--- src/crc32fac_pkg.sv ---
// Shared types, constants and the byte-wide CRC-32 update for the frame CRC block.
`timescale 1ns / 1ps

package crc32fac_pkg;

  localparam logic [31:0] CRC_POLY = 32'h04C1_1DB7;
  localparam int unsigned MAX_RES = 5;

  // One result transaction as it leaves the block
  typedef struct packed {
    logic [7:0] out_byte;
    logic       has_byte;
    logic       frame_end;
    logic       frame_ok;
    logic       run_last;
  } res_t;

  // MSB-first CRC-32 update over one byte, no reflection
  function automatic logic [31:0] crc32_byte(input logic [31:0] crc, input logic [7:0] b);
    logic [31:0] c;
    c = crc ^ {b, 24'h00_0000};
    for (int i = 0; i < 8; i++) begin
      if (c[31]) begin
        c = {c[30:0], 1'b0} ^ CRC_POLY;
      end else begin
        c = {c[30:0], 1'b0};
      end
    end
    return c;
  endfunction

endpackage

--- src/crc32_frame_append_check.sv ---
// Top level: CRC-32 frame append / strip-and-check on a byte stream.
// A result goes from its input transaction straight into the output register, if out is free.
// Throughput: one byte per cycle while the output keeps up; the input stalls while queued results
// drain, as after a final byte in append mode (five results) or in check mode with a full holder.
// The pending queue (five entries) and the output register part the two sides.
// Reset (rst_n low, synchronous) clears check_mode, the CRC, the holder and both queues.
`timescale 1ns / 1ps

module crc32_frame_append_check
  import crc32fac_pkg::*;
(
  input  logic       clk,
  input  logic       rst_n,
  // configuration
  input  logic       cfg_wr_en,
  input  logic       cfg_wr_data,   // check_mode
  // input stream
  input  logic       in_tvalid,
  output logic       in_tready,
  input  logic [7:0] in_tdata,      // [7:0] data_byte
  input  logic       in_tlast,      // frame_last
  // result stream
  output logic       out_tvalid,
  input  logic       out_tready,
  output logic [15:0] out_tdata,    // [7:0] out_byte, [8] frame_ok, [9] run_last, zero pad
  output logic       out_tlast,     // frame_end
  output logic       out_tuser      // has_byte
);

  logic        mode_r, mode_nxt;
  logic [31:0] crc_r, crc_nxt;
  logic [7:0]  hold_r   [4];
  logic [7:0]  hold_nxt [4];
  logic [2:0]  hcnt_r, hcnt_nxt;

  res_t        out_r, out_nxt;
  logic        out_valid_r, out_valid_nxt;
  res_t        pend_r   [MAX_RES];
  res_t        pend_nxt [MAX_RES];
  logic [2:0]  pend_cnt_r, pend_cnt_nxt;

  res_t        res [MAX_RES];
  logic [2:0]  res_n;
  logic [31:0] crc_upd;
  logic [7:0]  crc_src;
  logic [31:0] rx_crc;
  logic        full;
  logic        in_fire;
  logic        slot_free;

  assign in_tready = (pend_cnt_r == 3'd0);
  assign in_fire   = in_tvalid && in_tready;
  assign slot_free = !out_valid_r || out_tready;
  assign full      = (hcnt_r >= 3'd4);

  // Feed the CRC with the incoming byte in append mode, the oldest held byte in check mode
  assign crc_src = mode_r ? hold_r[0] : in_tdata;
  assign crc_upd = crc32_byte(crc_r, crc_src);
  assign rx_crc  = {hold_r[1], hold_r[2], hold_r[3], in_tdata};

  // Build the results of the byte at the input
  always_comb begin
    for (int i = 0; i < MAX_RES; i++) begin
      res[i] = '0;
    end
    res_n = 3'd0;
    if (!mode_r) begin
      res[0] = '{out_byte: in_tdata, has_byte: 1'b1, frame_end: 1'b0, frame_ok: 1'b0,
                 run_last: !in_tlast};
      res[1] = '{out_byte: crc_upd[31:24], has_byte: 1'b1, frame_end: 1'b0,
                 frame_ok: 1'b0, run_last: 1'b0};
      res[2] = '{out_byte: crc_upd[23:16], has_byte: 1'b1, frame_end: 1'b0,
                 frame_ok: 1'b0, run_last: 1'b0};
      res[3] = '{out_byte: crc_upd[15:8], has_byte: 1'b1, frame_end: 1'b0,
                 frame_ok: 1'b0, run_last: 1'b0};
      res[4] = '{out_byte: crc_upd[7:0], has_byte: 1'b1, frame_end: 1'b1,
                 frame_ok: 1'b0, run_last: 1'b1};
      res_n  = in_tlast ? 3'd5 : 3'd1;
    end else if (full) begin
      res[0] = '{out_byte: hold_r[0], has_byte: 1'b1, frame_end: 1'b0, frame_ok: 1'b0,
                 run_last: !in_tlast};
      res[1] = '{out_byte: 8'h00, has_byte: 1'b0, frame_end: 1'b1,
                 frame_ok: (rx_crc == crc_upd), run_last: 1'b1};
      res_n  = in_tlast ? 3'd2 : 3'd1;
    end else begin
      // holder still filling: only a failed status at frame end
      res[0] = '{out_byte: 8'h00, has_byte: 1'b0, frame_end: 1'b1, frame_ok: 1'b0,
                 run_last: 1'b1};
      res_n  = in_tlast ? 3'd1 : 3'd0;
    end
  end

  // Advance CRC and holder state
  always_comb begin
    mode_nxt = mode_r;
    crc_nxt  = crc_r;
    hcnt_nxt = hcnt_r;
    for (int i = 0; i < 4; i++) begin
      hold_nxt[i] = hold_r[i];
    end
    if (cfg_wr_en) begin
      mode_nxt = cfg_wr_data;
      crc_nxt  = '0;
      hcnt_nxt = '0;
      for (int i = 0; i < 4; i++) begin
        hold_nxt[i] = '0;
      end
    end else if (in_fire) begin
      if (!mode_r) begin
        crc_nxt = crc_upd;
      end else if (full) begin
        crc_nxt     = crc_upd;
        hold_nxt[0] = hold_r[1];
        hold_nxt[1] = hold_r[2];
        hold_nxt[2] = hold_r[3];
        hold_nxt[3] = in_tdata;
        hcnt_nxt    = 3'd5;
      end else begin
        hold_nxt[hcnt_r[1:0]] = in_tdata;
        hcnt_nxt = hcnt_r + 3'd1;
      end
      // drop frame state after the final byte
      if (in_tlast) begin
        crc_nxt  = '0;
        hcnt_nxt = '0;
        for (int i = 0; i < 4; i++) begin
          hold_nxt[i] = '0;
        end
      end
    end
  end

  // Move results through the pending queue into the output register
  always_comb begin
    out_nxt       = out_r;
    out_valid_nxt = out_valid_r;
    pend_cnt_nxt  = pend_cnt_r;
    for (int i = 0; i < MAX_RES; i++) begin
      pend_nxt[i] = pend_r[i];
    end
    if (slot_free) begin
      if (pend_cnt_r != 3'd0) begin
        out_nxt       = pend_r[0];
        out_valid_nxt = 1'b1;
        for (int i = 0; i < MAX_RES - 1; i++) begin
          pend_nxt[i] = pend_r[i + 1];
        end
        pend_cnt_nxt = pend_cnt_r - 3'd1;
      end else if (in_fire && res_n != 3'd0) begin
        out_nxt       = res[0];
        out_valid_nxt = 1'b1;
        for (int i = 0; i < MAX_RES - 1; i++) begin
          pend_nxt[i] = res[i + 1];
        end
        pend_cnt_nxt = res_n - 3'd1;
      end else begin
        out_valid_nxt = 1'b0;
      end
    end else if (in_fire && res_n != 3'd0) begin
      // output stalled: park every result
      for (int i = 0; i < MAX_RES; i++) begin
        pend_nxt[i] = res[i];
      end
      pend_cnt_nxt = res_n;
    end
  end

  // Control and frame state registers
  always_ff @(posedge clk) begin
    if (!rst_n) begin
      mode_r      <= 1'b0;
      crc_r       <= '0;
      hcnt_r      <= '0;
      out_valid_r <= 1'b0;
      pend_cnt_r  <= '0;
      for (int i = 0; i < 4; i++) begin
        hold_r[i] <= '0;
      end
    end else begin
      mode_r      <= mode_nxt;
      crc_r       <= crc_nxt;
      hcnt_r      <= hcnt_nxt;
      out_valid_r <= out_valid_nxt;
      pend_cnt_r  <= pend_cnt_nxt;
      for (int i = 0; i < 4; i++) begin
        hold_r[i] <= hold_nxt[i];
      end
    end
  end

  // Payload registers
  always_ff @(posedge clk) begin
    out_r <= out_nxt;
    for (int i = 0; i < MAX_RES; i++) begin
      pend_r[i] <= pend_nxt[i];
    end
  end

  assign out_tvalid = out_valid_r;
  assign out_tdata  = {6'b00_0000, out_r.run_last, out_r.frame_ok, out_r.out_byte};
  assign out_tlast  = out_r.frame_end;
  assign out_tuser  = out_r.has_byte;

`ifndef SYNTHESIS
  // A queued result never waits behind an empty output register
  a_no_bubble: assert property (@(posedge clk) disable iff (!rst_n)
    !out_valid_r |-> pend_cnt_r == 3'd0)
    else $error("pending results behind an empty output register");

  // An append-mode final byte queues its four CRC bytes
  a_append_tail: assert property (@(posedge clk) disable iff (!rst_n)
    in_fire && in_tlast && !mode_r && !cfg_wr_en |=> out_valid_r && pend_cnt_r >= 3'd4)
    else $error("append tail not queued");

  // Check mode folds nothing into the CRC until the holder has spilled
  a_crc_idle: assert property (@(posedge clk) disable iff (!rst_n)
    mode_r && hcnt_r != 3'd5 |-> crc_r == 32'h0000_0000)
    else $error("CRC advanced while the holder was filling");

  // The holder is unused in append mode and never counts past five
  a_hold_range: assert property (@(posedge clk) disable iff (!rst_n)
    (mode_r || hcnt_r == 3'd0) && (hcnt_r <= 3'd5))
    else $error("holder count out of range");
`endif

endmodule

--- config.mk ---
export PLATFORM = sky130hd
export DESIGN_NAME = crc32_frame_append_check
export DESIGN_NICKNAME = d
export VERILOG_FILES = /design/src/crc32fac_pkg.sv /design/src/crc32_frame_append_check.sv
export SDC_FILE = /design/constraint.sdc
export NUM_CORES = 1
export LEC_CHECK = 0
export BUFFER_PORTS_ARGS = -buffer_cell sky130_fd_sc_hd__buf_4
export CAP_MARGIN = 20
export CORE_MARGIN = 4
export CORE_UTILIZATION = 30
export CTS_BUF_LIST = sky130_fd_sc_hd__clkbuf_8
export DETAILED_ROUTE_END_ITERATION = 10
export PLACE_DENSITY_LB_ADDON = 0.15
export SYNTH_ARGS = -nofsm -noshare
export SYNTH_HDL_FRONTEND = slang
export SYNTH_SLANG_ARGS = --single-unit
--- constraint.sdc ---
create_clock -name clk -period 3.53 [get_ports clk]
set_input_delay 0.5295 -clock clk [delete_from_list [all_inputs] [get_ports clk]]
set_output_delay 0.5295 -clock clk [all_outputs]
set_load 0.02 [all_outputs]
# Yosys cells after proc, flatten, opt, wreduce, memory -nomap -nowiden

Memory sizes are Yosys's and may differ from the RTL's.
Index checks and enable logic that the tools add are counted.

Bits of input ports: 15
RAM bits: 92
Memories: 2
Bits in registers: 52
Output and inout port bits: 20
Logic and storage cells: 103

Reduce and logical (&&, ||, !) cells: 17
$lt $le $gt $ge: 3
Bitwise logic cells: 15
Eq/ne operators: 2
Muxes and demuxes: 51
$add $sub $neg: 3

Memories:

| name   | words | width | rd ports | clocked after Yosys merged registers in | wr ports | line                           | text |
|---|---|---|---|---|---|---|---|
| pend_r | 5     | 12    | 5        | 0                                       | 5        | crc32_frame_append_check.sv:38 | `res_t pend_r [MAX_RES];` |
| hold_r | 4     | 8     | 4        | 0                                       | 4        | crc32_frame_append_check.sv:32 | `logic [7:0] hold_r [4];` |

Operators with widths:

| kind                                                                | count |
|---|---|
| 32-bit two-way mux                                                  | 8 |
| 27-bit two-way mux                                                  | 8 |
| 48-bit two-way mux                                                  | 3 |
| 14-bit inverter                                                     | 8 |
| 60-bit two-way mux                                                  | 1 |
| 12-bit two-way mux                                                  | 4 |
| 8-bit two-way mux                                                   | 6 |
| 36-bit two-way mux                                                  | 1 |
| 32-bit bitwise mux                                                  | 1 |
| 32-bit equality test                                                | 1 |
| 32-bit XOR                                                          | 1 |
| 3-bit two-way mux                                                   | 10 |
| 24-bit two-way mux                                                  | 1 |
| 8-bit demux with 2-bit select                                       | 1 |
| 2-bit AND reduction                                                 | 4 |
| 3-bit >= comparator (second input constant)                         | 2 |
| 2-bit nonzero test                                                  | 3 |
| 3-bit nonzero test                                                  | 2 |
| 3-bit by 1-bit subtractor with 3-bit output (second input constant) | 2 |
| 1-bit two-way mux                                                   | 5 |
| 2-bit two-way mux                                                   | 2 |
| 1-bit bitwise OR                                                    | 4 |
| 3-bit by 1-bit adder with 3-bit output (second input constant)      | 1 |
| 1-bit logical AND                                                   | 3 |
| other kinds (8)                                                     | 9 |

# Longest topological paths before layout

An unclocked memory read counts as a cell.

Depth in word-level cells: 25
Mapped depth: 11

# Worst setup path after synthesis

OpenSTA, ideal clock, no wires.

Path kind: register to register
Start: reg pend_cnt_r[0]
End: reg pend_cnt_r[1]
Data arrival time: 2.843 ns
Path slack: 0.563 ns
Setup time: 0.124 ns
Cell stages (with the launch flop): 11
Buffers on the path: 2
Cell sequence: dfxtp_1 > or3_1 > clkbuf_1 > inv_2 > and2_1 > clkbuf_1 > o21ai_1 > nand2_1 > o211ai_1 > o21ai_0 > nor2_1

Longest elaborated chain between the ends: 5
Elaborated cells between the ends (all ways): 10
Classes of those cells: add/sub: 1; mux: 2; reduce/logical: 7

Ends and longest elaborated chain:

| what                                                                                                | line                            | text |
|---|---|---|
| start: declaration                                                                                  | crc32_frame_append_check.sv:40  | `logic [2:0] pend_cnt_r, pend_cnt_nxt;` |
| start signal: assignment                                                                            | crc32_frame_append_check.sv:184 | `pend_cnt_r <= pend_cnt_nxt;` |
| parallel branches: the longest is 5 deep, another holds 3-bit by 1-bit subtractor with 3-bit output | n/a                             |  |

Parallel ways; which one is timed is not known.
A chain may end at the register's enable or synchronous reset.

==> impl_metrics.tcl <==
set metrics [dict create \
    outcome "finished, final reports clean" \
    grt_max_degree 44 \
    vdd_drop_max_mv 0.350 \
    dr_total_vias 6153 \
    grtUsageMet2_pct 27.8 \
    io_pins 35 \
    required_ps 3830 \
    cp_num_buf_inv 1 \
    drtPass1Iterations 5 \
    die_h_um 171 \
    fmax_mhz 308 \
    fill_cells 2704 \
    stdcell_count 1191 \
    gp_congestion 0.856 \
    finalSetupTns_ps 0 \
    cts_setup_buffers 0 \
    wire_per_inst_um 21.1 \
    ys_types 57 \
    antenna_found_initial 0 \
    use_met1_pct 25.0 \
    fin_util_pct 34.9 \
    p_total_mw 6.59 \
    rows 59 \
    dpl_cell_area_sq_mm 0.00874 \
    die_x_um 171 \
    synth_seq_cells 137 \
    diodes 0 \
    yosysTopAreaCell "edfxtp_1" \
    drive_gt1_share_pct 15.0 \
    start_util_pct 30.6 \
    grtUsageMet3_pct 3.13 \
    postCtsHoldBufs 0 \
    tightest_slew_ps 831 \
    io_buffers 28 \
    crit_type "reg -> reg" \
    mostFrequentLayoutCell "nor2_1" \
    clock_sinks 137 \
    layout_common_cells "nor2_1 (94), nand2_1 (79), a22oi_1 (79)" \
    drc_errors 0 \
    die_area_sq_mm 0.0294 \
    area_growth_pct 14.0 \
    fin_worst_skew_ps 23.0 \
    fin_crit_ps 3250 \
    drt_wl_total_mm 25.1 \
    insertion_delay_ps 460 \
    hold_violations 0 \
    finalWorstSetupSlack_ps 284 \
    synth_top_cell_area_share_pct 24.3 \
    maxSlewViolCount 0 \
    place_hpwl_mm 18.5 \
    crit_slowest_cell "xnor3_2" \
    core_area_sq_mm 0.0262 \
    clock_tree.htree_level_count 4 \
    timing.critical_path.slowest_cell_delay_ps 560 \
    leakage_nw 3.38 \
    max_slew_margin_pct 44.6 \
    yosysWarnings 0 \
    clk_pin_slew_ps 90 \
    ys_seq_area_share_pct 42.3 \
    syn_inst 804 \
    clockRootBuffer "clkbuf_8" \
    dp.cells 1157 \
    antenna_left 0 \
    cp-start-kind "flip-flop" \
    drt_iter0_markers 433 \
    final_nets 865 \
    crit_path_end_kind "flip-flop" \
    final_cell_area_sq_mm 0.00914 \
    grt-ovfl-total 0 \
    path_cells "buf_4, mux2i_1, xnor2_2, xnor3_2, xnor3_1, o2111ai_1, nor4_2, nand4_1, a21oi_1" \
    cts_made_buffers 17 \
    drv_cap 0 \
    power_density_mw_per_mm2 720 \
    busiest_layer "met2" \
    cts_tree "done" \
    cp.arrival_ps 3550 \
    crit_family "XOR/XNOR gates" \
    cts.path.max_buffers 2 \
    grt_pass1_vias 6035 \
    post-place-ws_ps 155 \
    hold_slack_ps 343 \
    fin_crit_sh_pct 92.0 \
    track_usage_pct 17.5 \
    avgSynthCellArea_sq_um 9.97 \
    syn-cell-area_sq_mm 0.00802 \
    path_max_fanout 11 \
    hold_class "in -> reg" \
    cts_resized 0 \
    rsz0062_at_grt "no" \
    grt_pass1_wl_mm 38.6 \
    vias_per_cell 5.17 \
    setup_viol 0 \
    synth.area.top_cells "edfxtp_1 (24%), dfxtp_1 (18%), xnor3_1 (7.6%)" \
]
-- state kept, by name, indices dropped and copies added, names as in the netlist --
signal      flops
out_tuser       1
pend_r         53
pend_cnt_r      3
hold_r         32
out_tvalid      1
out_tdata      10
mode_r          1
crc_r          32
hcnt_r          3
out_tlast       1
-- worst paths after layout --
check	cells after the start	from	slack (ps)	end
max reg2reg	9	mode_r	280	pend_r[0][1]
min reg2reg	2	hold_r[3][3]	510	hold_r[3][3]
min	3	rst_n	340	pend_cnt_r[2]
max	9	mode_r	280	pend_r[0][1]
-- power by group --
group	internal [mW]	total (mW)	leakage (nW)	switching [mW]
registers	2.31	2.45	1.23	0.134
logic	1.08	2.88	1.97	1.81
clock network	0.514	1.26	0.180	0.744
-- kinds of logic after synthesis --
family	count (synthesis)	synth area share [%]
and+or+nand+nor	264	14.7
AOI/OAI and AO/OA	188	15.6
DFF	137	42.3
xor gates and xnor gates	125	20.3
buffers and inverters	69	3.87
muxes	13	2.08
adders and majority gates	7	1.09
other	1	0.0468
-- routing by layer --
metal	routed length [um]	share of wire, %	up-vias
met5	0	0	-
met4	411	1.6	0
met3	928	3.7	15
met2	11500	46	144
met1	12300	49	3041
li1	-	-	2953
-- worst min-delay path, stage by stage --
cell      delay (ps)
buf_4            130
o221ai_1          60
nor2_1            40
-- Yosys cell counts (all sizes together) --
cell and instances:
a2111oi 1, a211oi 1, a21oi 50, a221o 6
a221oi 2, a222oi 1, a22o 2, a22oi 79
a311oi 2, a31oi 2, and2 10, and3 1
and4 2, buf 13, clkbuf 43, conb 1
dfxtp 72, edfxtp 65, ha 7, inv 13
mux2i 13, nand2 80, nand2b 7, nand3 16
nand4 3, nor2 95, nor2b 10, nor3 29
nor4 6, nor4b 1, o2111ai 1, o211ai 2
o21a 1, o21ai 31, o221ai 5, o311a 1
o311ai 1, or3 2, or3b 1, or4 1
xnor2 75, xnor3 28, xor2 22
-- layout make-up --
type / count / area, sq um / area share (%)
multi-input cells: 604 / 4370 / 47.8
flip-flops and latches: 137 / 3390 / 37.1
repair buffers: 70 / 538 / 5.88
well taps: 335 / 419 / 4.58
clock buffers: 17 / 234 / 2.56
clock inverters: 15 / 138 / 1.51
inverters: 13 / 48.8 / 0.534
Power figures use the tool's default switching activity.
